--- src/hw/rtl/ccs_pkg.sv ---
// Shared widths, codes and command tables of the camera command sequencer.
package ccs_pkg;

  localparam int LEN_W    = 16;
  localparam int MUL_B_W  = 7;
  localparam int PROD_W   = LEN_W + MUL_B_W;

  localparam logic [1:0] IN_START   = 2'd0;
  localparam logic [1:0] IN_RX      = 2'd1;
  localparam logic [1:0] IN_TIMEOUT = 2'd2;

  localparam logic [1:0] OUT_TX   = 2'd0;
  localparam logic [1:0] OUT_IMG  = 2'd1;
  localparam logic [1:0] OUT_DONE = 2'd2;

  localparam logic [2:0] CMD_STOP     = 3'd0;
  localparam logic [2:0] CMD_CAPTURE  = 3'd1;
  localparam logic [2:0] CMD_GET_LEN  = 3'd2;
  localparam logic [2:0] CMD_GET_IMG  = 3'd3;
  localparam logic [2:0] CMD_RESET    = 3'd4;
  localparam logic [2:0] CMD_NO_COMP  = 3'd5;
  localparam logic [2:0] CMD_COUNT    = 3'd6;

  localparam logic [4:0] CMD_TABLE_LEN = 5'd12;
  localparam logic [4:0] LEN_EXTRA     = 5'd4;

  localparam logic [7:0] MARK_HI = 8'hFF;
  localparam logic [7:0] MARK_LO = 8'hD8;

  localparam logic [MUL_B_W-1:0] PCT_FULL = 7'd100;
  localparam logic [6:0]         THR_RESET = 7'd95;

  function automatic logic [4:0] cmd_len(input logic [2:0] cid);
    case (cid)
      CMD_STOP:    cmd_len = 5'd5;
      CMD_CAPTURE: cmd_len = 5'd5;
      CMD_GET_LEN: cmd_len = 5'd5;
      CMD_GET_IMG: cmd_len = 5'd12;
      CMD_RESET:   cmd_len = 5'd4;
      CMD_NO_COMP: cmd_len = 5'd9;
      default:     cmd_len = 5'd0;
    endcase
  endfunction

  function automatic logic [7:0] cmd_byte(input logic [2:0] cid, input logic [3:0] idx);
    logic [7:0] b;
    b = 8'h00;
    if (idx == 4'd0) begin
      b = 8'h56;
    end else if (idx == 4'd2) begin
      case (cid)
        CMD_STOP:    b = 8'h36;
        CMD_CAPTURE: b = 8'h36;
        CMD_GET_LEN: b = 8'h34;
        CMD_GET_IMG: b = 8'h32;
        CMD_RESET:   b = 8'h26;
        CMD_NO_COMP: b = 8'h31;
        default:     b = 8'h00;
      endcase
    end else begin
      case (cid)
        CMD_STOP: begin
          if (idx == 4'd3) b = 8'h01;
          else if (idx == 4'd4) b = 8'h03;
        end
        CMD_CAPTURE, CMD_GET_LEN: begin
          if (idx == 4'd3) b = 8'h01;
        end
        CMD_GET_IMG: begin
          if (idx == 4'd3) b = 8'h0C;
          else if (idx == 4'd5) b = 8'h0A;
        end
        CMD_NO_COMP: begin
          case (idx)
            4'd3:    b = 8'h05;
            4'd4:    b = 8'h01;
            4'd5:    b = 8'h01;
            4'd6:    b = 8'h12;
            4'd7:    b = 8'h04;
            default: b = 8'h00;
          endcase
        end
        default: b = 8'h00;
      endcase
    end
    cmd_byte = b;
  endfunction

  function automatic logic [2:0] ack_len(input logic [2:0] cid);
    case (cid)
      CMD_STOP:    ack_len = 3'd5;
      CMD_CAPTURE: ack_len = 3'd5;
      CMD_GET_LEN: ack_len = 3'd7;
      CMD_GET_IMG: ack_len = 3'd7;
      CMD_NO_COMP: ack_len = 3'd5;
      default:     ack_len = 3'd0;
    endcase
  endfunction

  function automatic logic [7:0] ack_byte(input logic [2:0] cid, input logic [2:0] pos);
    logic [7:0] b;
    b = 8'h00;
    case (pos)
      3'd0: b = 8'h76;
      3'd2: begin
        case (cid)
          CMD_STOP, CMD_CAPTURE: b = 8'h36;
          CMD_GET_LEN:           b = 8'h34;
          CMD_GET_IMG:           b = 8'h32;
          CMD_NO_COMP:           b = 8'h31;
          default:               b = 8'h00;
        endcase
      end
      3'd4: b = (cid == CMD_GET_LEN) ? 8'h04 : 8'h00;
      3'd5: b = (cid == CMD_GET_IMG) ? MARK_HI : 8'h00;
      3'd6: b = (cid == CMD_GET_IMG) ? MARK_LO : 8'h00;
      default: b = 8'h00;
    endcase
    ack_byte = b;
  endfunction

endpackage

--- src/hw/rtl/camera_command_sequencer.sv ---
// Top level of the camera command sequencer.
//
// Input channel (in_valid/in_ready): one item is a start command, a byte
// received from the camera or a read timeout. in_ready is high only while the
// sequencer is idle; an item is taken while in_ready is high and its results follow.
// Result channel (out_valid/out_ready): bytes to transmit, image data bytes
// and command-finished results, the final result of each item flagged by
// out_last. A start item for a valid command, taken while no command is active,
// yields 4 to 16 bytes at one per cycle while the receiver takes them, plus a
// finish result where the acknowledge is empty. A received byte yields 0 to 3
// results at one per cycle while the receiver takes them. An image timeout runs
// two 7-step products on the shared shift-add multiplier before its finish result.
// cfg_wr_en/cfg_wr_data write the registered received-percentage threshold.
// Reset: threshold 95, sequencer idle, stored image length zero.
// When the receiver stalls, the output register holds its result and the
// sequencer waits; no result is lost or repeated.
module camera_command_sequencer
  import ccs_pkg::*;
(
  input  logic       clk,
  input  logic       rst_n,
  input  logic       in_valid,
  output logic       in_ready,
  input  logic [1:0] in_kind,
  input  logic [2:0] in_command_id,
  input  logic [7:0] in_rx_byte,
  output logic       out_valid,
  input  logic       out_ready,
  output logic [1:0] out_kind,
  output logic [7:0] out_byte,
  output logic       out_ok,
  output logic       out_last,
  input  logic       cfg_wr_en,
  input  logic [6:0] cfg_wr_data
);

  typedef enum logic [1:0] {S_IDLE, S_EMIT, S_MUL} st_t;
  typedef enum logic [2:0] {PH_IDLE, PH_ACK, PH_LEN_HI, PH_LEN_LO, PH_IMAGE} phase_t;
  typedef enum logic [1:0] {SRC_CMD, SRC_MARK, SRC_RX} src_t;

  st_t              st_r;
  phase_t           phase_r;
  logic [2:0]       active_r;
  logic [2:0]       ackpos_r;
  logic [7:0]       len_hi_r;
  logic [7:0]       len_lo_r;
  logic [LEN_W-1:0] rem_r;
  logic [LEN_W-1:0] total_r;
  logic [6:0]       thr_r;

  src_t             em_src_r;
  logic [4:0]       em_cnt_r;
  logic [4:0]       em_idx_r;
  logic             em_fin_r;
  logic             em_ok_r;
  logic [7:0]       rx_r;

  logic             mul_start_r;
  logic             mul_sel_r;
  logic [PROD_W-1:0] prod_a_r;

  logic             out_valid_r;
  logic [1:0]       out_kind_r;
  logic [7:0]       out_byte_r;
  logic             out_ok_r;
  logic             out_last_r;

  logic             out_free;
  logic             in_fire;
  logic [2:0]       cur_ack_len;
  logic             ack_hit;
  logic [2:0]       ack_next;
  logic [LEN_W-1:0] len_word;
  logic [7:0]       em_byte;
  logic [LEN_W-1:0] mul_a;
  logic [MUL_B_W-1:0] mul_b;
  logic             mul_done;
  logic [PROD_W-1:0] mul_prod;

  assign out_free    = !out_valid_r || out_ready;
  assign in_ready    = (st_r == S_IDLE);
  assign in_fire     = in_valid && in_ready;
  assign cur_ack_len = ack_len(active_r);
  assign ack_hit     = (ackpos_r < cur_ack_len) && (ack_byte(active_r, ackpos_r) == in_rx_byte);
  assign ack_next    = ackpos_r + 3'd1;
  assign len_word    = {len_hi_r, len_lo_r};

  always_comb begin
    unique case (em_src_r)
      SRC_CMD: begin
        if (em_idx_r < CMD_TABLE_LEN) em_byte = cmd_byte(active_r, em_idx_r[3:0]);
        else if (em_idx_r == CMD_TABLE_LEN) em_byte = len_hi_r;
        else if (em_idx_r == CMD_TABLE_LEN + 5'd1) em_byte = len_lo_r;
        else em_byte = 8'h00;
      end
      SRC_MARK: em_byte = (em_idx_r == 5'd0) ? MARK_HI : MARK_LO;
      SRC_RX:   em_byte = rx_r;
      default:  em_byte = 8'h00;
    endcase
  end

  assign mul_a = mul_sel_r ? total_r : (total_r - rem_r);
  assign mul_b = mul_sel_r ? thr_r : PCT_FULL;

  ccs_mul u_mul (
    .clk     (clk),
    .rst_n   (rst_n),
    .start   (mul_start_r),
    .a       (mul_a),
    .b       (mul_b),
    .done    (mul_done),
    .product (mul_prod)
  );

  always_ff @(posedge clk) begin
    if (!rst_n) begin
      st_r        <= S_IDLE;
      phase_r     <= PH_IDLE;
      active_r    <= 3'd0;
      ackpos_r    <= 3'd0;
      len_hi_r    <= 8'd0;
      len_lo_r    <= 8'd0;
      rem_r       <= '0;
      total_r     <= '0;
      thr_r       <= THR_RESET;
      em_src_r    <= SRC_CMD;
      em_cnt_r    <= 5'd0;
      em_idx_r    <= 5'd0;
      em_fin_r    <= 1'b0;
      mul_start_r <= 1'b0;
      mul_sel_r   <= 1'b0;
      out_valid_r <= 1'b0;
    end else begin
      mul_start_r <= 1'b0;
      if (cfg_wr_en) thr_r <= cfg_wr_data;
      if (out_valid_r && out_ready && st_r != S_EMIT) out_valid_r <= 1'b0;

      unique case (st_r)
        S_IDLE: begin
          if (in_fire) begin
            em_idx_r <= 5'd0;
            em_cnt_r <= 5'd0;
            em_fin_r <= 1'b0;
            em_ok_r  <= 1'b0;
            rx_r     <= in_rx_byte;
            unique case (in_kind)
              IN_START: begin
                if (phase_r == PH_IDLE && in_command_id < CMD_COUNT) begin
                  active_r <= in_command_id;
                  ackpos_r <= 3'd0;
                  em_src_r <= SRC_CMD;
                  em_cnt_r <= cmd_len(in_command_id) +
                              ((in_command_id == CMD_GET_IMG) ? LEN_EXTRA : 5'd0);
                  if (ack_len(in_command_id) == 3'd0) begin
                    em_fin_r <= 1'b1;
                    em_ok_r  <= 1'b1;
                  end else begin
                    phase_r  <= PH_ACK;
                  end
                  st_r <= S_EMIT;
                end
              end
              IN_RX: begin
                unique case (phase_r)
                  PH_ACK: begin
                    if (!ack_hit) begin
                      em_fin_r <= 1'b1;
                      phase_r  <= PH_IDLE;
                      ackpos_r <= 3'd0;
                      st_r     <= S_EMIT;
                    end else if (ack_next == cur_ack_len) begin
                      ackpos_r <= 3'd0;
                      if (active_r == CMD_GET_LEN) begin
                        phase_r <= PH_LEN_HI;
                      end else if (active_r == CMD_GET_IMG) begin
                        em_src_r <= SRC_MARK;
                        em_cnt_r <= 5'd2;
                        total_r  <= len_word;
                        rem_r    <= len_word;
                        if (len_word == '0) begin
                          em_fin_r <= 1'b1;
                          em_ok_r  <= 1'b1;
                          phase_r  <= PH_IDLE;
                        end else begin
                          phase_r  <= PH_IMAGE;
                        end
                        st_r <= S_EMIT;
                      end else begin
                        em_fin_r <= 1'b1;
                        em_ok_r  <= 1'b1;
                        phase_r  <= PH_IDLE;
                        st_r     <= S_EMIT;
                      end
                    end else begin
                      ackpos_r <= ack_next;
                    end
                  end
                  PH_LEN_HI: begin
                    len_hi_r <= in_rx_byte;
                    phase_r  <= PH_LEN_LO;
                  end
                  PH_LEN_LO: begin
                    len_lo_r <= in_rx_byte;
                    em_fin_r <= 1'b1;
                    em_ok_r  <= 1'b1;
                    phase_r  <= PH_IDLE;
                    ackpos_r <= 3'd0;
                    st_r     <= S_EMIT;
                  end
                  PH_IMAGE: begin
                    em_src_r <= SRC_RX;
                    em_cnt_r <= 5'd1;
                    rem_r    <= rem_r - LEN_W'(1);
                    if (rem_r == LEN_W'(1)) begin
                      em_fin_r <= 1'b1;
                      em_ok_r  <= 1'b1;
                      phase_r  <= PH_IDLE;
                      ackpos_r <= 3'd0;
                    end
                    st_r <= S_EMIT;
                  end
                  default: begin
                  end
                endcase
              end
              IN_TIMEOUT: begin
                if (phase_r == PH_ACK || phase_r == PH_LEN_HI || phase_r == PH_LEN_LO) begin
                  em_fin_r <= 1'b1;
                  phase_r  <= PH_IDLE;
                  ackpos_r <= 3'd0;
                  st_r     <= S_EMIT;
                end else if (phase_r == PH_IMAGE) begin
                  mul_sel_r   <= 1'b0;
                  mul_start_r <= 1'b1;
                  st_r        <= S_MUL;
                end
              end
              default: begin
              end
            endcase
          end
        end
        S_EMIT: begin
          if (out_free) begin
            out_valid_r <= 1'b1;
            if (em_idx_r < em_cnt_r) begin
              out_kind_r <= (em_src_r == SRC_CMD) ? OUT_TX : OUT_IMG;
              out_byte_r <= em_byte;
              out_ok_r   <= 1'b0;
              out_last_r <= (em_idx_r == em_cnt_r - 5'd1) && !em_fin_r;
              em_idx_r   <= em_idx_r + 5'd1;
              if (em_idx_r == em_cnt_r - 5'd1 && !em_fin_r) st_r <= S_IDLE;
            end else begin
              out_kind_r <= OUT_DONE;
              out_byte_r <= 8'h00;
              out_ok_r   <= em_ok_r;
              out_last_r <= 1'b1;
              st_r       <= S_IDLE;
            end
          end
        end
        S_MUL: begin
          if (mul_done) begin
            if (!mul_sel_r) begin
              prod_a_r    <= mul_prod;
              mul_sel_r   <= 1'b1;
              mul_start_r <= 1'b1;
            end else begin
              em_idx_r <= 5'd0;
              em_cnt_r <= 5'd0;
              em_fin_r <= 1'b1;
              em_ok_r  <= (prod_a_r > mul_prod);
              phase_r  <= PH_IDLE;
              ackpos_r <= 3'd0;
              st_r     <= S_EMIT;
            end
          end
        end
        default: st_r <= S_IDLE;
      endcase
    end
  end

  assign out_valid = out_valid_r;
  assign out_kind  = out_kind_r;
  assign out_byte  = out_byte_r;
  assign out_ok    = out_ok_r;
  assign out_last  = out_last_r;

  a_mul_only_in_mul: assert property (@(posedge clk) disable iff (!rst_n)
    mul_done |-> st_r == S_MUL)
    else $error("multiplier result outside the timeout check");

  a_ackpos_range: assert property (@(posedge clk) disable iff (!rst_n)
    ackpos_r != 3'd7)
    else $error("acknowledge position out of range");

  a_image_pending: assert property (@(posedge clk) disable iff (!rst_n)
    phase_r == PH_IMAGE |-> rem_r != '0)
    else $error("image phase with no bytes remaining");

  a_emit_bounds: assert property (@(posedge clk) disable iff (!rst_n)
    st_r == S_EMIT |-> em_idx_r <= em_cnt_r && em_cnt_r <= 5'd16)
    else $error("emission index beyond count");

  a_emit_work: assert property (@(posedge clk) disable iff (!rst_n)
    st_r == S_EMIT |-> em_idx_r < em_cnt_r || em_fin_r)
    else $error("emission state with nothing to send");

endmodule

--- src/hw/rtl/ccs_mul.sv ---
// Shift-add multiplier, one multiplier bit per cycle, shared by the timeout check.
module ccs_mul
  import ccs_pkg::*;
(
  input  logic                clk,
  input  logic                rst_n,
  input  logic                start,
  input  logic [LEN_W-1:0]    a,
  input  logic [MUL_B_W-1:0]  b,
  output logic                done,
  output logic [PROD_W-1:0]   product
);

  logic [PROD_W-1:0]  acc_r;
  logic [PROD_W-1:0]  a_sh_r;
  logic [MUL_B_W-1:0] b_r;
  logic [2:0]         cnt_r;
  logic               busy_r;
  logic               done_r;

  always_ff @(posedge clk) begin
    if (!rst_n) begin
      busy_r <= 1'b0;
      done_r <= 1'b0;
      cnt_r  <= 3'd0;
    end else begin
      done_r <= 1'b0;
      if (start) begin
        acc_r  <= '0;
        a_sh_r <= {{MUL_B_W{1'b0}}, a};
        b_r    <= b;
        cnt_r  <= 3'(MUL_B_W - 1);
        busy_r <= 1'b1;
      end else if (busy_r) begin
        if (b_r[0]) acc_r <= acc_r + a_sh_r;
        a_sh_r <= {a_sh_r[PROD_W-2:0], 1'b0};
        b_r    <= {1'b0, b_r[MUL_B_W-1:1]};
        cnt_r  <= cnt_r - 3'd1;
        if (cnt_r == 3'd0) begin
          busy_r <= 1'b0;
          done_r <= 1'b1;
        end
      end
    end
  end

  assign done    = done_r;
  assign product = acc_r;

  a_done_after_busy: assert property (@(posedge clk) disable iff (!rst_n)
    done_r |-> !busy_r && $past(busy_r))
    else $error("multiplier done without a finished run");

  a_start_when_free: assert property (@(posedge clk) disable iff (!rst_n)
    start |-> !busy_r)
    else $error("multiplier started while busy");

  a_busy_holds: assert property (@(posedge clk) disable iff (!rst_n)
    busy_r && cnt_r != 3'd0 |=> busy_r)
    else $error("multiplier run ended early");

endmodule
--- config.mk ---
export PLATFORM = sky130hd
export DESIGN_NAME = camera_command_sequencer
export DESIGN_NICKNAME = d
export VERILOG_FILES = /design/src/hw/rtl/ccs_pkg.sv /design/src/hw/rtl/camera_command_sequencer.sv /design/src/hw/rtl/ccs_mul.sv
export SDC_FILE = /design/constraint.sdc
export NUM_CORES = 1
export LEC_CHECK = 0
export ABC_AREA = 1
export BUFFER_PORTS_ARGS = -buffer_cell sky130_fd_sc_hd__buf_2
export CAP_MARGIN = 20
export CORE_MARGIN = 2
export CORE_UTILIZATION = 40
export CTS_BUF_LIST = sky130_fd_sc_hd__clkbuf_2 sky130_fd_sc_hd__clkbuf_4 sky130_fd_sc_hd__clkbuf_8
export DETAILED_ROUTE_END_ITERATION = 12
export PLACE_DENSITY = 0.63
export SLEW_MARGIN = 0
export SYNTH_ARGS = -nofsm -noshare
export SYNTH_HDL_FRONTEND = slang
export SYNTH_HIERARCHICAL = 1
export SYNTH_SLANG_ARGS = --single-unit
--- constraint.sdc ---
create_clock -name clk -period 3.8 [get_ports clk]
set_input_delay 0.95 -clock clk [delete_from_list [all_inputs] [get_ports clk]]
set_output_delay 0.95 -clock clk [all_outputs]
set_load 0.02 [all_outputs]
After elaboration in Yosys (flattened, before gate mapping)
Cells that the tools add are included.
{"block": "op_classes", "magnitude_cmp": 5, "eq_ne": 67, "addsub": 8, "n_mux": 151, "n_bitwise": 4, "n_reduce_logical": 58}
{"operator": "$mux W16", "n": 6}
{"operator": "$mux W3", "n": 25}
{"operator": "$mux W23", "n": 3}
{"operator": "$mux W5", "n": 12}
{"operator": "$mux W8", "n": 7}
{"operator": "$mux W2", "n": 23}
{"operator": "$pmux W8 S5", "n": 1}
{"operator": "$mux W1", "n": 36}
{"operator": "$pmux W16 S2", "n": 1}
{"operator": "$pmux W8 S4", "n": 1}
{"operator": "$pmux W6 S5", "n": 1}
{"operator": "$ne A3 B3 Y1 const B", "n": 9}
{"operator": "$pmux W3 S3", "n": 3}
{"operator": "$eq A3 B3 Y1 const B", "n": 8}
{"operator": "$pmux W3 S2", "n": 4}
{"operator": "$pmux W6 S4", "n": 1}
{"operator": "$pmux W8 S3", "n": 1}
{"operator": "$add A23 B23 Y23", "n": 1}
{"operator": "$gt A23 B23 Y1", "n": 1}
{"operator": "$reduce_and A11 Y1", "n": 2}
{"operator": "$eq A3 B2 Y1 const B", "n": 7}
{"operator": "$mux W7", "n": 3}
{"operator": "$pmux W5 S2", "n": 2}
{"operator": "$pmux W5 S4", "n": 1}
{"operator": "56 further kinds", "n": 134}
{"block": "totals", "out_inout_bits": 14, "input_bits": 25, "regBits": 184}

Depth between registers and ports, before layout
Gate-level depths: netlist of the first run.
{"block": "depth", "ltp_word": 14, "mapped_depth": 18, "ltp_nobuf": 18}

By module
Netlist of the first run, hierarchy kept.
{"module": "camera_command_sequencer", "seq_area_each_um2": 2962.8, "instances": 1, "area_per_inst_um2": 8215.4, "cells_each": 1121}
{"module": "ccs_mul", "seq_area_each_um2": 1691.6, "instances": 1, "area_per_inst_um2": 3951.3, "cells_each": 527}

Least setup slack after synthesis of the first run
OpenSTA, ideal clock, no wires.
{"block": "synth_timing", "path_kind": "input to register", "from": "input port rst_n", "to": "register u_mul.acc_r[0], in the netlist u_mul/product[0] (enable)", "slack_ns": -0.125, "required_ns": 3.397, "n_path_buf": 0, "cell_stages": 4, "arrival_time_ns": 3.522, "path_cell_list": "inv_1 -> nor2_1 -> inv_1 -> nor2_1"}
{"block": "synth_via", "elab_chain_cells": 1}
{"element": "start, declared", "line_no": "camera_command_sequencer.sv:21", "text": "input logic rst_n,"}
{"element": "$reduce_and A3 Y1 (no source line)"}
{"element": "end signal, assigned", "line_no": "ccs_mul.sv:35", "text": "if (b_r[0]) acc_r <= acc_r + a_sh_r;"}
{"element": "end, declared", "line_no": "ccs_mul.sv:14", "text": "logic [PROD_W-1:0] acc_r;"}
No other way between the ends.
A chain may end at the register's enable or synchronous reset.

Worst setup path in the final report of the first run
{"block": "layout_timing", "from": "register active_r[0]", "to": "register rem_r[5]"}
{"block": "layout_via", "elab_chain_cells": 8, "word_cells_on_any_way": 23, "classes_between": "order compare (1); eq/ne (10); mux (6); reduce/logical (6)"}
{"element": "start, declared", "line_no": "camera_command_sequencer.sv:43", "text": "logic [2:0] active_r;"}
{"element": "start signal, assigned", "line_no": "camera_command_sequencer.sv:149", "text": "active_r <= in_command_id;"}
{"element": "$eq A3 B1 Y1 / $logic_not A3 Y1 (equally long branches)", "line_no": "ccs_pkg.sv:90, ccs_pkg.sv:106"}
{"element": "$reduce_or A2 Y1 (no source line)"}
{"element": "$pmux W6 S4", "line_no": "ccs_pkg.sv:106", "text": "case (cid)"}
{"element": "$pmux W8 S5", "line_no": "ccs_pkg.sv:103", "text": "case (pos)"}
{"element": "$eq A8 B8 Y1", "line_no": "camera_command_sequencer.sv:84", "text": "assign ack_hit = (ackpos_r < cur_ack_len) && (ack_byte(active_r, ackpos_r) == in_rx_byte);"}
{"element": "$logic_and A1 B1 Y1", "line_no": "camera_command_sequencer.sv:84"}
{"element": "$ne A2 B2 Y1 (no source line)"}
{"element": "$reduce_and A8 Y1 (no source line) (*)"}
{"element": "end signal, assigned", "line_no": "camera_command_sequencer.sv:179", "text": "rem_r <= len_word;"}
{"element": "end signal, assigned", "line_no": "camera_command_sequencer.sv:213", "text": "rem_r <= rem_r - LEN_W'(1);"}
{"element": "end, declared", "line_no": "camera_command_sequencer.sv:47", "text": "logic [LEN_W-1:0] rem_r;"}
Every way passes the cells marked *; elsewhere a longest branch is shown, timed or not.

==> reports/summary.txt, run 1 <==
final wirelength - 31010 µm
post-detail-place hpwl - 24470 µm
Worst-Skew Late Latency - 0.50 ns
Sum Neg Setup Slack - 0 ns
antenna cell count - 0
CTS Buf Count - 17
clock tree root buffer cell - sky130_fd_sc_hd__clkbuf_8
count of routing violations after the opening detailed-route iteration - 807
cells after synthesis - 1648
critical path type - flop to flop
termination of the worst setup path - rem_r[5]
overall power - 0.005511 W
Clock Power Share - 0.259
first-pass GRT wire length - 49980 µm
worst-case vdd ir drop - 0.0002326 V
count of cells resized by post-cts repair - 0
Bufs on Longest Clock Path - 2
maximum clock frequency - 355.4 MHz
launching point of the worst reg2reg path - active_r[0]
switching power share of the total - 0.4025
reg-to-reg setup timing slack - 0.99 ns
internal power - 0.003293 W
power dissipated by switching net loads - 0.002218 W
result of the run - complete, no violations
Placement Setup Slack - 0.8109 ns
die width - 178.4 µm
total number of vias - 10600
highest fanout seen on the critical path - 23
share of flip-flops with an asynchronous set or reset - 0
number of flops mapped to enable cells by yosys - 97
final estimated routing congestion in global placement - 0.9254
pin slew with the least headroom to its limit - 0.8317 ns
Detail Route Antenna Nets - 0
nets@finish - 1795
Relative slew margins - 0.4448
htree depth - 4
count of yosys warnings during synthesis - 6
number of iterations in the first detailed-routing pass - 5
site row count - 63
initial antenna violation count - 0
total power per unit cell area - 418.0 mW/mm²
post-CTS setup buffer count - 0
count of non-filler cells in the finished layout - 2085
via-per-instance ratio - 5.084
Seq/Total Area, Yosys - 0.3826
final setup margin - 0.9863 ns
number of failing hold endpoints at the final stage - 0
destination of the worst register-to-register timing path - rem_r[5]
final number of max-transition violations - 0
number of I/O pins - 39
mean instance size in the synthesized netlist - 7.383 µm²
unrepaired setup endpoints after global routing - no
total overflow reported by the global router - 0
netlist area before placement - 0.01217 mm²
count of hold-fix buffers inserted at cts - 0
data arrival time at the worst-slack endpoint - 3.21 ns
kind of end point of the critical path - flop
startpoint kind of the worst setup timing path - flop
share of power burned in combinational logic - 0.322
fillcell total - 3077
Initial Utilization - 0.4083
skew final - 0.03091 ns
DRC errors left - 0
Die H - 178.4 µm
Post-Synthesis Net Count - 1761
Worst Reg-to-Reg Cells - 16
clock period minus worst slack - 2.814 ns
floorplan die area - 0.03183 mm²
core area - 0.02980 mm²
via count of the first global-routing pass - 9936
share of the clock period used by the worst path - 0.7405
max-cap viol count - 0
cell total after placement - 2053
leakage power summed over all cells - 6.001 nW
per-cell routed wire length - 14.87 µm
portion of total power attributed to sequential cells - 0.419
fraction of final layout cells with drive strength greater than 1 - 0.1050
number of distinct library cells after synthesis - 59
count of port buffers added during placement - 38
Final setup viols - 0
number of sinks on the clock net - 184
#FFs+latches synth - 184
clock-pin slew reported for the worst setup and hold paths after clock tree synthesis - 0.13 ns
path class of the lowest-slack min-delay path - flop to flop
share of the core filled with cells in the final layout - 0.4425
pin count of the biggest net entering global routing - 58
startpoint of the worst setup timing path - active_r[0]
GRT Overall Usage - 0.2001
worst endpoint required time - 4.20 ns
CTS tree - yes
relative area change from synthesis to final layout - 8.371%
most used flip-flop cell after synthesis - sky130_fd_sc_hd__edfxtp_1
==> registers in the layout (all words and copies together) (netlist names), 5 cells and up <==
| register | count |
|---|---|
| prod_a_r | 23 |
| u_mul/a_sh_r | 23 |
| u_mul/product | 23 |
| rem_r | 16 |
| total_r | 16 |
| len_hi_r | 8 |
| len_lo_r | 8 |
| out_byte | 8 |
| rx_r | 8 |
| thr_r | 7 |
| u_mul/b_r | 7 |
| em_cnt_r | 5 |
| em_idx_r | 5 |
==> worst max-delay path, stage by stage (launching register included) <==
cell and delay, ns:
sky130_fd_sc_hd__dfxtp_1 0.48, sky130_fd_sc_hd__inv_2 0.09, sky130_fd_sc_hd__o21ai_2 0.23, sky130_fd_sc_hd__inv_1 0.09, sky130_fd_sc_hd__ha_1 0.29, sky130_fd_sc_hd__nand2_1 0.07
sky130_fd_sc_hd__nor2_1 0.03, sky130_fd_sc_hd__a211oi_1 0.24, sky130_fd_sc_hd__nand4_2 0.16, sky130_fd_sc_hd__nor2_4 0.17, sky130_fd_sc_hd__nand2_4 0.10, sky130_fd_sc_hd__nand2_2 0.07
sky130_fd_sc_hd__nand2_2 0.27, sky130_fd_sc_hd__clkinv_2 0.23, sky130_fd_sc_hd__nand2_1 0.06, sky130_fd_sc_hd__o21ai_0 0.07, sky130_fd_sc_hd__nor2_1 0.05
==> power by group through the flow <==
stage | clock network [W] | registers (W) | logic [W]
2_1_floorplan | 0 | 0.00235 | 0.00127
3_3_place_gp | 0 | 0.00235 | 0.00175
3_5_place_dp | 0 | 0.00235 | 0.00175
4_1_cts | 0.00146 | 0.00231 | 0.00176
5_1_grt | 0.00152 | 0.00232 | 0.00198
6_report | 0.00143 | 0.00231 | 0.00177
==> synthesized netlist by cell type, types with 3 or more instances <==
| cell type | instances | area [µm²] |
|---|---|---|
| sky130_fd_sc_hd__a211oi_1 | 11 | 82.58 |
| sky130_fd_sc_hd__a21boi_0 | 3 | 22.52 |
| sky130_fd_sc_hd__a21o_1 | 3 | 22.52 |
| sky130_fd_sc_hd__a21oi_1 | 142 | 710.7 |
| sky130_fd_sc_hd__a21oi_2 | 5 | 43.79 |
| sky130_fd_sc_hd__buf_1 | 3 | 11.26 |
| sky130_fd_sc_hd__buf_2 | 6 | 30.03 |
| sky130_fd_sc_hd__buf_6 | 6 | 67.56 |
| sky130_fd_sc_hd__clkbuf_1 | 17 | 63.81 |
| sky130_fd_sc_hd__clkinv_1 | 6 | 22.52 |
| sky130_fd_sc_hd__dfxtp_1 | 87 | 1742 |
| sky130_fd_sc_hd__edfxtp_1 | 97 | 2913 |
| sky130_fd_sc_hd__ha_1 | 86 | 1076 |
| sky130_fd_sc_hd__inv_1 | 261 | 979.7 |
| sky130_fd_sc_hd__inv_2 | 15 | 56.30 |
| sky130_fd_sc_hd__nand2_1 | 371 | 1393 |
| sky130_fd_sc_hd__nand2_2 | 17 | 106.4 |
| sky130_fd_sc_hd__nand2_4 | 4 | 45.04 |
| sky130_fd_sc_hd__nand3_1 | 83 | 415.4 |
| sky130_fd_sc_hd__nand3_2 | 12 | 120.1 |
| sky130_fd_sc_hd__nand4_1 | 22 | 137.6 |
| sky130_fd_sc_hd__nor2_1 | 153 | 574.3 |
| sky130_fd_sc_hd__nor2_2 | 9 | 56.30 |
| sky130_fd_sc_hd__nor2_4 | 9 | 101.4 |
| sky130_fd_sc_hd__nor3_1 | 28 | 140.1 |
| sky130_fd_sc_hd__nor3_2 | 3 | 30.03 |
| sky130_fd_sc_hd__o211ai_1 | 4 | 30.03 |
| sky130_fd_sc_hd__o21ai_0 | 85 | 425.4 |
| sky130_fd_sc_hd__o21ai_1 | 28 | 140.1 |
| sky130_fd_sc_hd__o21ai_2 | 3 | 26.28 |
| sky130_fd_sc_hd__o21bai_1 | 3 | 22.52 |
| sky130_fd_sc_hd__o221ai_1 | 3 | 26.28 |
| sky130_fd_sc_hd__o22ai_1 | 7 | 43.79 |
| sky130_fd_sc_hd__o31ai_1 | 3 | 22.52 |
| sky130_fd_sc_hd__or2_2 | 9 | 56.30 |
| sky130_fd_sc_hd__xnor2_1 | 4 | 35.03 |
| sky130_fd_sc_hd__xor2_1 | 10 | 87.58 |
==> per-layer routing <==
metal,part of all wire,track usage
met1,0.46,0.2561
met2,0.48,0.3507
met3,0.031,0.02558
met4,0.023,0.06030
met5,0,0
==> per-stage QoR <==
step / cell area, µm² / hold slack (ns)
detailed placement: 12750 / 0.4432
CTS: 13190 / 0.4715
global route: 13190 / 0.5024
global placement: 12750 / 0.4403
floorplan: 12170 / 0.4214
finish: 13190 / 0.4715
==> worst min-delay path by stage <==
stage	slack, ns	end	depth (start not counted)	from
6_report	0.47	thr_r[3]	2	thr_r[3]
3_3_place_gp	0.44	thr_r[2]	2	thr_r[2]
4_1_cts	0.47	thr_r[2]	2	thr_r[2]
5_1_grt	0.50	thr_r[3]	2	thr_r[3]
2_1_floorplan	0.42	thr_r[2]	2	thr_r[2]
3_5_place_dp	0.44	thr_r[2]	2	thr_r[2]
==> cell type report <==
cell class	instances	area [µm²]	share of cell area
multi-input combinational	1147	6271	0.4756
sequential	184	4654	0.3530
inverter	283	1064	0.08066
tap	390	488.0	0.03701
timing repair buffer	49	272.8	0.02069
clock buffer	17	234.0	0.01775
clock inverter	15	201.4	0.01528
==> placed cells by master (no fill, tap or decap), types with 3 or more instances in the layout <==
cell type / n
sky130_fd_sc_hd__a21boi_0: 3
sky130_fd_sc_hd__o22ai_1: 7
sky130_fd_sc_hd__nand4_1: 22
sky130_fd_sc_hd__dfxtp_1: 87
sky130_fd_sc_hd__inv_2: 15
sky130_fd_sc_hd__inv_12: 3
sky130_fd_sc_hd__nor2_2: 11
sky130_fd_sc_hd__nor3_1: 27
sky130_fd_sc_hd__o31ai_1: 3
sky130_fd_sc_hd__buf_2: 38
sky130_fd_sc_hd__a21o_1: 3
sky130_fd_sc_hd__inv_8: 4
sky130_fd_sc_hd__nor2_4: 9
sky130_fd_sc_hd__inv_1: 261
sky130_fd_sc_hd__buf_4: 11
sky130_fd_sc_hd__xor2_1: 10
sky130_fd_sc_hd__a21oi_2: 5
sky130_fd_sc_hd__nor3_2: 4
sky130_fd_sc_hd__nand2_2: 17
sky130_fd_sc_hd__clkbuf_8: 17
sky130_fd_sc_hd__xnor2_1: 4
sky130_fd_sc_hd__o21ai_0: 85
sky130_fd_sc_hd__nand2_1: 371
sky130_fd_sc_hd__a211oi_1: 11
sky130_fd_sc_hd__ha_1: 86
sky130_fd_sc_hd__edfxtp_1: 97
sky130_fd_sc_hd__o21bai_1: 3
sky130_fd_sc_hd__o221ai_1: 3
sky130_fd_sc_hd__nand3_2: 12
sky130_fd_sc_hd__clkinv_8: 5
sky130_fd_sc_hd__clkinv_1: 6
sky130_fd_sc_hd__nor2_1: 151
sky130_fd_sc_hd__nand2_4: 4
sky130_fd_sc_hd__o21ai_1: 28
sky130_fd_sc_hd__o211ai_1: 4
sky130_fd_sc_hd__nand3_1: 83
sky130_fd_sc_hd__or2_2: 9
sky130_fd_sc_hd__a21oi_1: 142
sky130_fd_sc_hd__o21ai_2: 3
==> cells by family (layout without fill, tap and decap cells) <==
group           count (synthesis)  after routing  share of synthesized area
xor+xnor                       14             14                    0.01008
simple gates                  728            728                     0.2669
flops                         184            184                     0.3826
fa+ha+maj                      88             88                    0.09173
buf+inv                       317            364                     0.1034
compound gates                317            317                     0.1454
(Power assumes the default switching activity.)
==> inputs of run 2 (changes only) <==
--- a/config.mk
+++ b/config.mk
@@ -12,7 +12,7 @@
 export CORE_UTILIZATION = 40
 export CTS_BUF_LIST = sky130_fd_sc_hd__clkbuf_2 sky130_fd_sc_hd__clkbuf_4 sky130_fd_sc_hd__clkbuf_8
 export DETAILED_ROUTE_END_ITERATION = 12
-export PLACE_DENSITY = 0.63
+export PLACE_DENSITY = 0.61
 export SLEW_MARGIN = 0
 export SYNTH_ARGS = -nofsm -noshare
 export SYNTH_HDL_FRONTEND = slang
==> constraint.sdc (replaced) <==
create_clock -name clk -period 2.7 [get_ports clk]
set_input_delay 0.675 -clock clk [delete_from_list [all_inputs] [get_ports clk]]
set_output_delay 0.675 -clock clk [all_outputs]
set_load 0.02 [all_outputs]
==> run 2 against run 1 <==
- combinational power up 44%
- critical path depth up 1
- sequential cell count unchanged
- critical endpoint is now u_mul/a_sh_r[12]
- largest cell class unchanged
==> reports/summary.txt, run 2 (synthesis results as in run 1) <==
first-pass GRT wire length - 51120 µm (+2.3%)
pin slew with the least headroom to its limit - 0.7479 ns (-0.08380 ns)
clock tree root buffer cell - sky130_fd_sc_hd__clkbuf_8
CTS tree - yes
number of sinks on the clock net - 184 (unchanged)
portion of total power attributed to sequential cells - 0.418 (about the same)
total power per unit cell area - 580.8 mW/mm² (+39%)
final number of max-transition violations - 0 (unchanged)
worst endpoint required time - 2.94 ns (-1.26 ns)
Die H - 178.4 µm (unchanged)
total number of vias - 10700 (+0.90%)
share of the core filled with cells in the final layout - 0.4481 (+0.005543)
Bufs on Longest Clock Path - 2 (unchanged)
per-cell routed wire length - 14.89 µm (+0.11%)
count of cells resized by post-cts repair - 0 (unchanged)
core area - 0.02980 mm² (unchanged)
number of iterations in the first detailed-routing pass - 5 (unchanged)
Final setup viols - 0 (unchanged)
unrepaired setup endpoints after global routing - no
count of hold-fix buffers inserted at cts - 0 (unchanged)
number of failing hold endpoints at the final stage - 0 (unchanged)
final wirelength - 31300 µm (+0.93%)
htree depth - 4 (unchanged)
GRT Overall Usage - 0.2037 (+0.003639)
path class of the lowest-slack min-delay path - input port to flop
count of routing violations after the opening detailed-route iteration - 711 (-12%)
data arrival time at the worst-slack endpoint - 2.71 ns (-0.50 ns)
via count of the first global-routing pass - 10120 (+1.8%)
CTS Buf Count - 17 (unchanged)
Initial Utilization - 0.4083 (unchanged)
number of I/O pins - 39 (unchanged)
count of non-filler cells in the finished layout - 2102 (+0.82%)
skew final - 0.02406 ns (-0.006853 ns)
final estimated routing congestion in global placement - 0.9469 (+2.3%)
power dissipated by switching net loads - 0.003007 W (+36%)
max-cap viol count - 0 (unchanged)
post-CTS setup buffer count - 0 (unchanged)
clock period minus worst slack - 2.476 ns (-0.3380 ns)
share of power burned in combinational logic - 0.329 (+0.007)
count of port buffers added during placement - 38 (unchanged)
result of the run - complete, no violations
final setup margin - 0.2242 ns (-0.7620 ns)
pin count of the biggest net entering global routing - 66 (+14%)
highest-count cells in the layout ignoring fill and taps - sky130_fd_sc_hd__nand2_1 (371), sky130_fd_sc_hd__inv_1 (261), sky130_fd_sc_hd__nor2_1 (151)
worst-case vdd ir drop - 0.0003107 V (+34%)
leakage power summed over all cells - 6.090 nW (+1.5%)
site row count - 63 (unchanged)
internal power - 0.004747 W (+44%)
maximum clock frequency - 403.9 MHz (+14%)
initial antenna violation count - 0 (unchanged)
fraction of final layout cells with drive strength greater than 1 - 0.1157 (+0.01064)
nets@finish - 1812 (+0.95%)
Sum Neg Setup Slack - 0 ns (unchanged)
Worst-Skew Late Latency - 0.48 ns (-0.02 ns)
Detail Route Antenna Nets - 0 (unchanged)
switching power share of the total - 0.3878 (-0.01469)
share of the clock period used by the worst path - 0.9170 (+0.1765)
Placement Setup Slack - 0.1409 ns (-0.6701 ns)
clock-pin slew reported for the worst setup and hold paths after clock tree synthesis - 0.11 ns (-0.02 ns)
kind of end point of the critical path - flop
via-per-instance ratio - 5.088 (about the same)
relative area change from synthesis to final layout - 9.728%
startpoint kind of the worst setup timing path - flop
Relative slew margins - 0.4961 (+0.05136)
floorplan die area - 0.03183 mm² (unchanged)
total overflow reported by the global router - 0 (unchanged)
DRC errors left - 0 (unchanged)
die width - 178.4 µm (unchanged)
critical path type - flop to flop
most common cell after layout, fill and taps aside - sky130_fd_sc_hd__nand2_1
Clock Power Share - 0.252 (-0.007)
cell total after placement - 2070 (+0.83%)
highest fanout seen on the critical path - 3 (-87%)
Worst Hold Margin - 0.4121 ns (-0.05943 ns)
antenna cell count - 0 (unchanged)
post-detail-place hpwl - 24750 µm (+1.2%)
-- run 2: power by group through the flow --
| stage | clock network [W] | logic, W | registers (W) |
|---|---|---|---|
| floorplan | 0 | 0.00179 | 0.00331 |
| global placement | 0 | 0.00249 | 0.00330 |
| detailed placement | 0 | 0.00251 | 0.00330 |
| CTS | 0.00202 | 0.00253 | 0.00324 |
| global route | 0.00214 | 0.00288 | 0.00326 |
| finish | 0.00196 | 0.00255 | 0.00324 |
-- run 2: through the flow --
| stage | area [µm²] | total power [W] |
|---|---|---|
| after floorplan | 12180 | 0.005094 |
| after global placement | 12900 | 0.005786 |
| after detailed placement | 12900 | 0.005809 |
| after CTS | 13320 | 0.007784 |
| after global routing | 13350 | 0.008278 |
| final | 13350 | 0.007754 |
-- run 2: cell type report --
class,count,area (µm²)
clock buffers,18,241.5
clock inverters,14,181.4
fillers,3107,16450
inverters,283,1064
multi-input cells,1147,6307
flip-flops and latches,184,4656
well taps,390,488.0
repair buffers,66,412.9
-- run 2: per-layer routing --
| layer | GRT usage | share of wire | vias to the layer above | routed length, µm |
|---|---|---|---|---|
| met5 | 0 | 0 | - | 0 |
| li1 | - | - | 5517 | - |
| met3 | 0.02685 | 0.035 | 45 | 1100 |
| met2 | 0.3562 | 0.49 | 231 | 15270 |
| met4 | 0.06470 | 0.024 | 0 | 766 |
| met1 | 0.2596 | 0.45 | 4903 | 14160 |
-- run 2: final timing paths --
path,from,to,slack (ns),cells past startpoint
worst min register to register,thr_r[2],thr_r[2],0.46,2
worst min-delay path,in_rx_byte[1],rx_r[1],0.41,1
worst max-delay path,total_r[0],u_mul/a_sh_r[12],0.22,17
worst max register to register,total_r[0],u_mul/a_sh_r[12],0.22,17
-- run 2: critical path: stages, from the launching register on --
cell                       delay (ns)
sky130_fd_sc_hd__dfxtp_1         0.34
sky130_fd_sc_hd__inv_1           0.05
sky130_fd_sc_hd__ha_1            0.20
sky130_fd_sc_hd__fa_1            0.36
sky130_fd_sc_hd__inv_1           0.08
sky130_fd_sc_hd__nand2_1         0.06
sky130_fd_sc_hd__nand2_1         0.06
sky130_fd_sc_hd__nand2_1         0.04
sky130_fd_sc_hd__nand2_1         0.10
sky130_fd_sc_hd__a21oi_2         0.07
sky130_fd_sc_hd__o21ai_1         0.18
sky130_fd_sc_hd__a21boi_0        0.14
sky130_fd_sc_hd__o21ai_0         0.23
sky130_fd_sc_hd__nand2_1         0.08
sky130_fd_sc_hd__nand2_1         0.06
sky130_fd_sc_hd__o22ai_1         0.06
sky130_fd_sc_hd__nand2_1         0.07
sky130_fd_sc_hd__nand2_1         0.05
==> inputs of run 3 (changes only) <==
--- a/config.mk
+++ b/config.mk
@@ -10,7 +10,7 @@
 export CAP_MARGIN = 20
 export CORE_MARGIN = 2
 export CORE_UTILIZATION = 40
-export CTS_BUF_LIST = sky130_fd_sc_hd__clkbuf_2 sky130_fd_sc_hd__clkbuf_4 sky130_fd_sc_hd__clkbuf_8
+export CTS_BUF_LIST = sky130_fd_sc_hd__clkbuf_8
 export DETAILED_ROUTE_END_ITERATION = 12
 export PLACE_DENSITY = 0.61
 export SLEW_MARGIN = 0
==> run 3 against run 2 <==
- count of clock-buffer cells in the layout shrank 1
- non-clock buffer count is the same
- clock skew is essentially flat
- highest routed layer unchanged
==> reports/summary.txt, run 3 (synthesis results as in run 1) <==
result of the run - complete, no violations
clock-pin slew reported for the worst setup and hold paths after clock tree synthesis - 0.11 ns (about the same)
total number of vias - 10700 (+0.019%)
GRT Overall Usage - 0.2037 (unchanged)
via-per-instance ratio - 5.089 (about the same)
kind of end point of the critical path - flop
number of failing hold endpoints at the final stage - 0 (unchanged)
unrepaired setup endpoints after global routing - no
fillcell total - 3105 (-0.064%)
leakage power summed over all cells - 6.091 nW (about the same)
Slowest Stage Delay on Critical Path - 0.36 ns (about the same)
post-detail-place hpwl - 24750 µm (unchanged)
Sum Neg Setup Slack - 0 ns (unchanged)
number of iterations in the first detailed-routing pass - 5 (unchanged)
share of the clock period used by the worst path - 0.9171 (about the same)
startpoint kind of the worst setup timing path - flop
DRC errors left - 0 (unchanged)
CTS Buf Count - 17 (unchanged)
path class of the lowest-slack min-delay path - input port to flop
most common cell after layout, fill and taps aside - sky130_fd_sc_hd__nand2_1
highest fanout seen on the critical path - 3 (unchanged)
clock tree root buffer cell - sky130_fd_sc_hd__clkbuf_8
count of routing violations after the opening detailed-route iteration - 711 (unchanged)
number of sinks on the clock net - 184 (unchanged)
Initial Utilization - 0.4083 (unchanged)
skew final - 0.02421 ns (+0.0001479 ns)
floorplan die area - 0.03183 mm² (unchanged)
crit-path most repeated cell - sky130_fd_sc_hd__nand2_1
max-cap viol count - 0 (unchanged)
number of I/O pins - 39 (unchanged)
critical path type - flop to flop
Die H - 178.4 µm (unchanged)
core area - 0.02980 mm² (unchanged)
antenna cell count - 0 (unchanged)
CP cell instances - inv_1, ha_1, fa_1, inv_1, nand2_1, nand2_1, nand2_1, nand2_1, a21oi_2, o21ai_1, a21boi_0, o21ai_0, nand2_1, nand2_1, o22ai_1, nand2_1, nand2_1
final number of max-transition violations - 0 (unchanged)
site row count - 63 (unchanged)
htree depth - 4 (unchanged)
maximum clock frequency - 403.9 MHz (about the same)
relative area change from synthesis to final layout - 9.698% (about the same)
Relative slew margins - 0.4961 (unchanged)
share of the core filled with cells in the final layout - 0.4479 (about the same)
count of port buffers added during placement - 38 (unchanged)
final setup margin - 0.2239 ns (-0.0003160 ns)
nets@finish - 1812 (unchanged)
Crit-path slowest cell - sky130_fd_sc_hd__fa_1
highest-count cells in the layout ignoring fill and taps - sky130_fd_sc_hd__nand2_1 (371), sky130_fd_sc_hd__inv_1 (262), sky130_fd_sc_hd__nor2_1 (151)
pin slew with the least headroom to its limit - 0.7479 ns (unchanged)
via count of the first global-routing pass - 10120 (+0.020%)
die width - 178.4 µm (unchanged)
total power per unit cell area - 580.0 mW/mm² (-0.14%)
worst endpoint required time - 2.94 ns (about the same)
Bufs on Longest Clock Path - 2 (unchanged)
final estimated routing congestion in global placement - 0.9469 (unchanged)
clock period minus worst slack - 2.476 ns (+0.0003160 ns)
fraction of final layout cells with drive strength greater than 1 - 0.1151 (-0.0005841)
per-cell routed wire length - 14.88 µm (about the same)
total overflow reported by the global router - 0 (unchanged)
pin count of the biggest net entering global routing - 66 (unchanged)
first-pass GRT wire length - 51120 µm (unchanged)
Detail Route Antenna Nets - 0 (unchanged)
data arrival time at the worst-slack endpoint - 2.71 ns (about the same)
Worst-Skew Late Latency - 0.48 ns (about the same)
Final setup viols - 0 (unchanged)
worst-case vdd ir drop - 0.0003107 V (about the same)
CTS tree - yes
Placement Setup Slack - 0.1409 ns (unchanged)
initial antenna violation count - 0 (unchanged)
final wirelength - 31280 µm (about the same)
[run 3: final cells by class]
| class | count | area [µm²] | area share |
|---|---|---|---|
| clock buffer | 17 | 234.0 | 0.01753 |
| tap | 390 | 488.0 | 0.03656 |
| inverter | 283 | 1064 | 0.07968 |
| sequential | 184 | 4656 | 0.3488 |
| clock inverter | 15 | 185.2 | 0.01387 |
| multi-input combinational | 1147 | 6307 | 0.4726 |
| timing repair buffer | 66 | 412.9 | 0.03094 |
[run 3: critical path, delay by kind of cell, from the launching register on]
family | cells | cell delay, ns
flops | 1 | 0.34
fa+ha+maj | 2 | 0.56
simple gates | 8 | 0.53
buf+inv | 2 | 0.13
compound gates | 5 | 0.68
[run 3: routing by layer]
layer,GRT usage,share of wire
met1,0.2596,0.45
met2,0.3562,0.49
met3,0.02685,0.035
met4,0.06470,0.024
met5,0,0
[run 3: worst paths after layout]
| check | cells past startpoint | slack (ns) | from | end |
|---|---|---|---|---|
| max | 17 | 0.22 | total_r[0] | u_mul/a_sh_r[12] |
| min | 1 | 0.41 | in_rx_byte[1] | rx_r[1] |
| max reg2reg | 17 | 0.22 | total_r[0] | u_mul/a_sh_r[12] |
| min reg2reg | 2 | 0.46 | thr_r[2] | thr_r[2] |
[run 3: power breakdown]
part	switching [W]	internal [W]	total (W)
clock	0.00115	0.000791	0.00194
sequential	0.000129	0.00312	0.00324
combinational	0.00173	0.000826	0.00255
[run 3: timing repair]
| action | 4_1_cts | 5_1_grt |
|---|---|---|
| hold endpoints to repair | 0 | 0 |
| buffers inserted | 0 | 0 |
| gates resized for setup | 0 | 6 |
| hold buffers | 0 | 0 |
| setup endpoints to repair | 0 | 32 |
[run 3: per-stage QoR]
| stage | power (W) | cells | hold WS [ns] | cell area, µm² |
|---|---|---|---|---|
| finish | 0.007741 | 2102 | 0.4122 | 13350 |
| global route | 0.008265 | 2102 | 0.3865 | 13350 |
| CTS | 0.007770 | 2102 | 0.3810 | 13320 |
| detailed placement | 0.005809 | 2070 | 0.4415 | 12900 |
| global placement | 0.005786 | 2070 | 0.4389 | 12900 |
| floorplan | 0.005094 | 1648 | 0.4214 | 12180 |
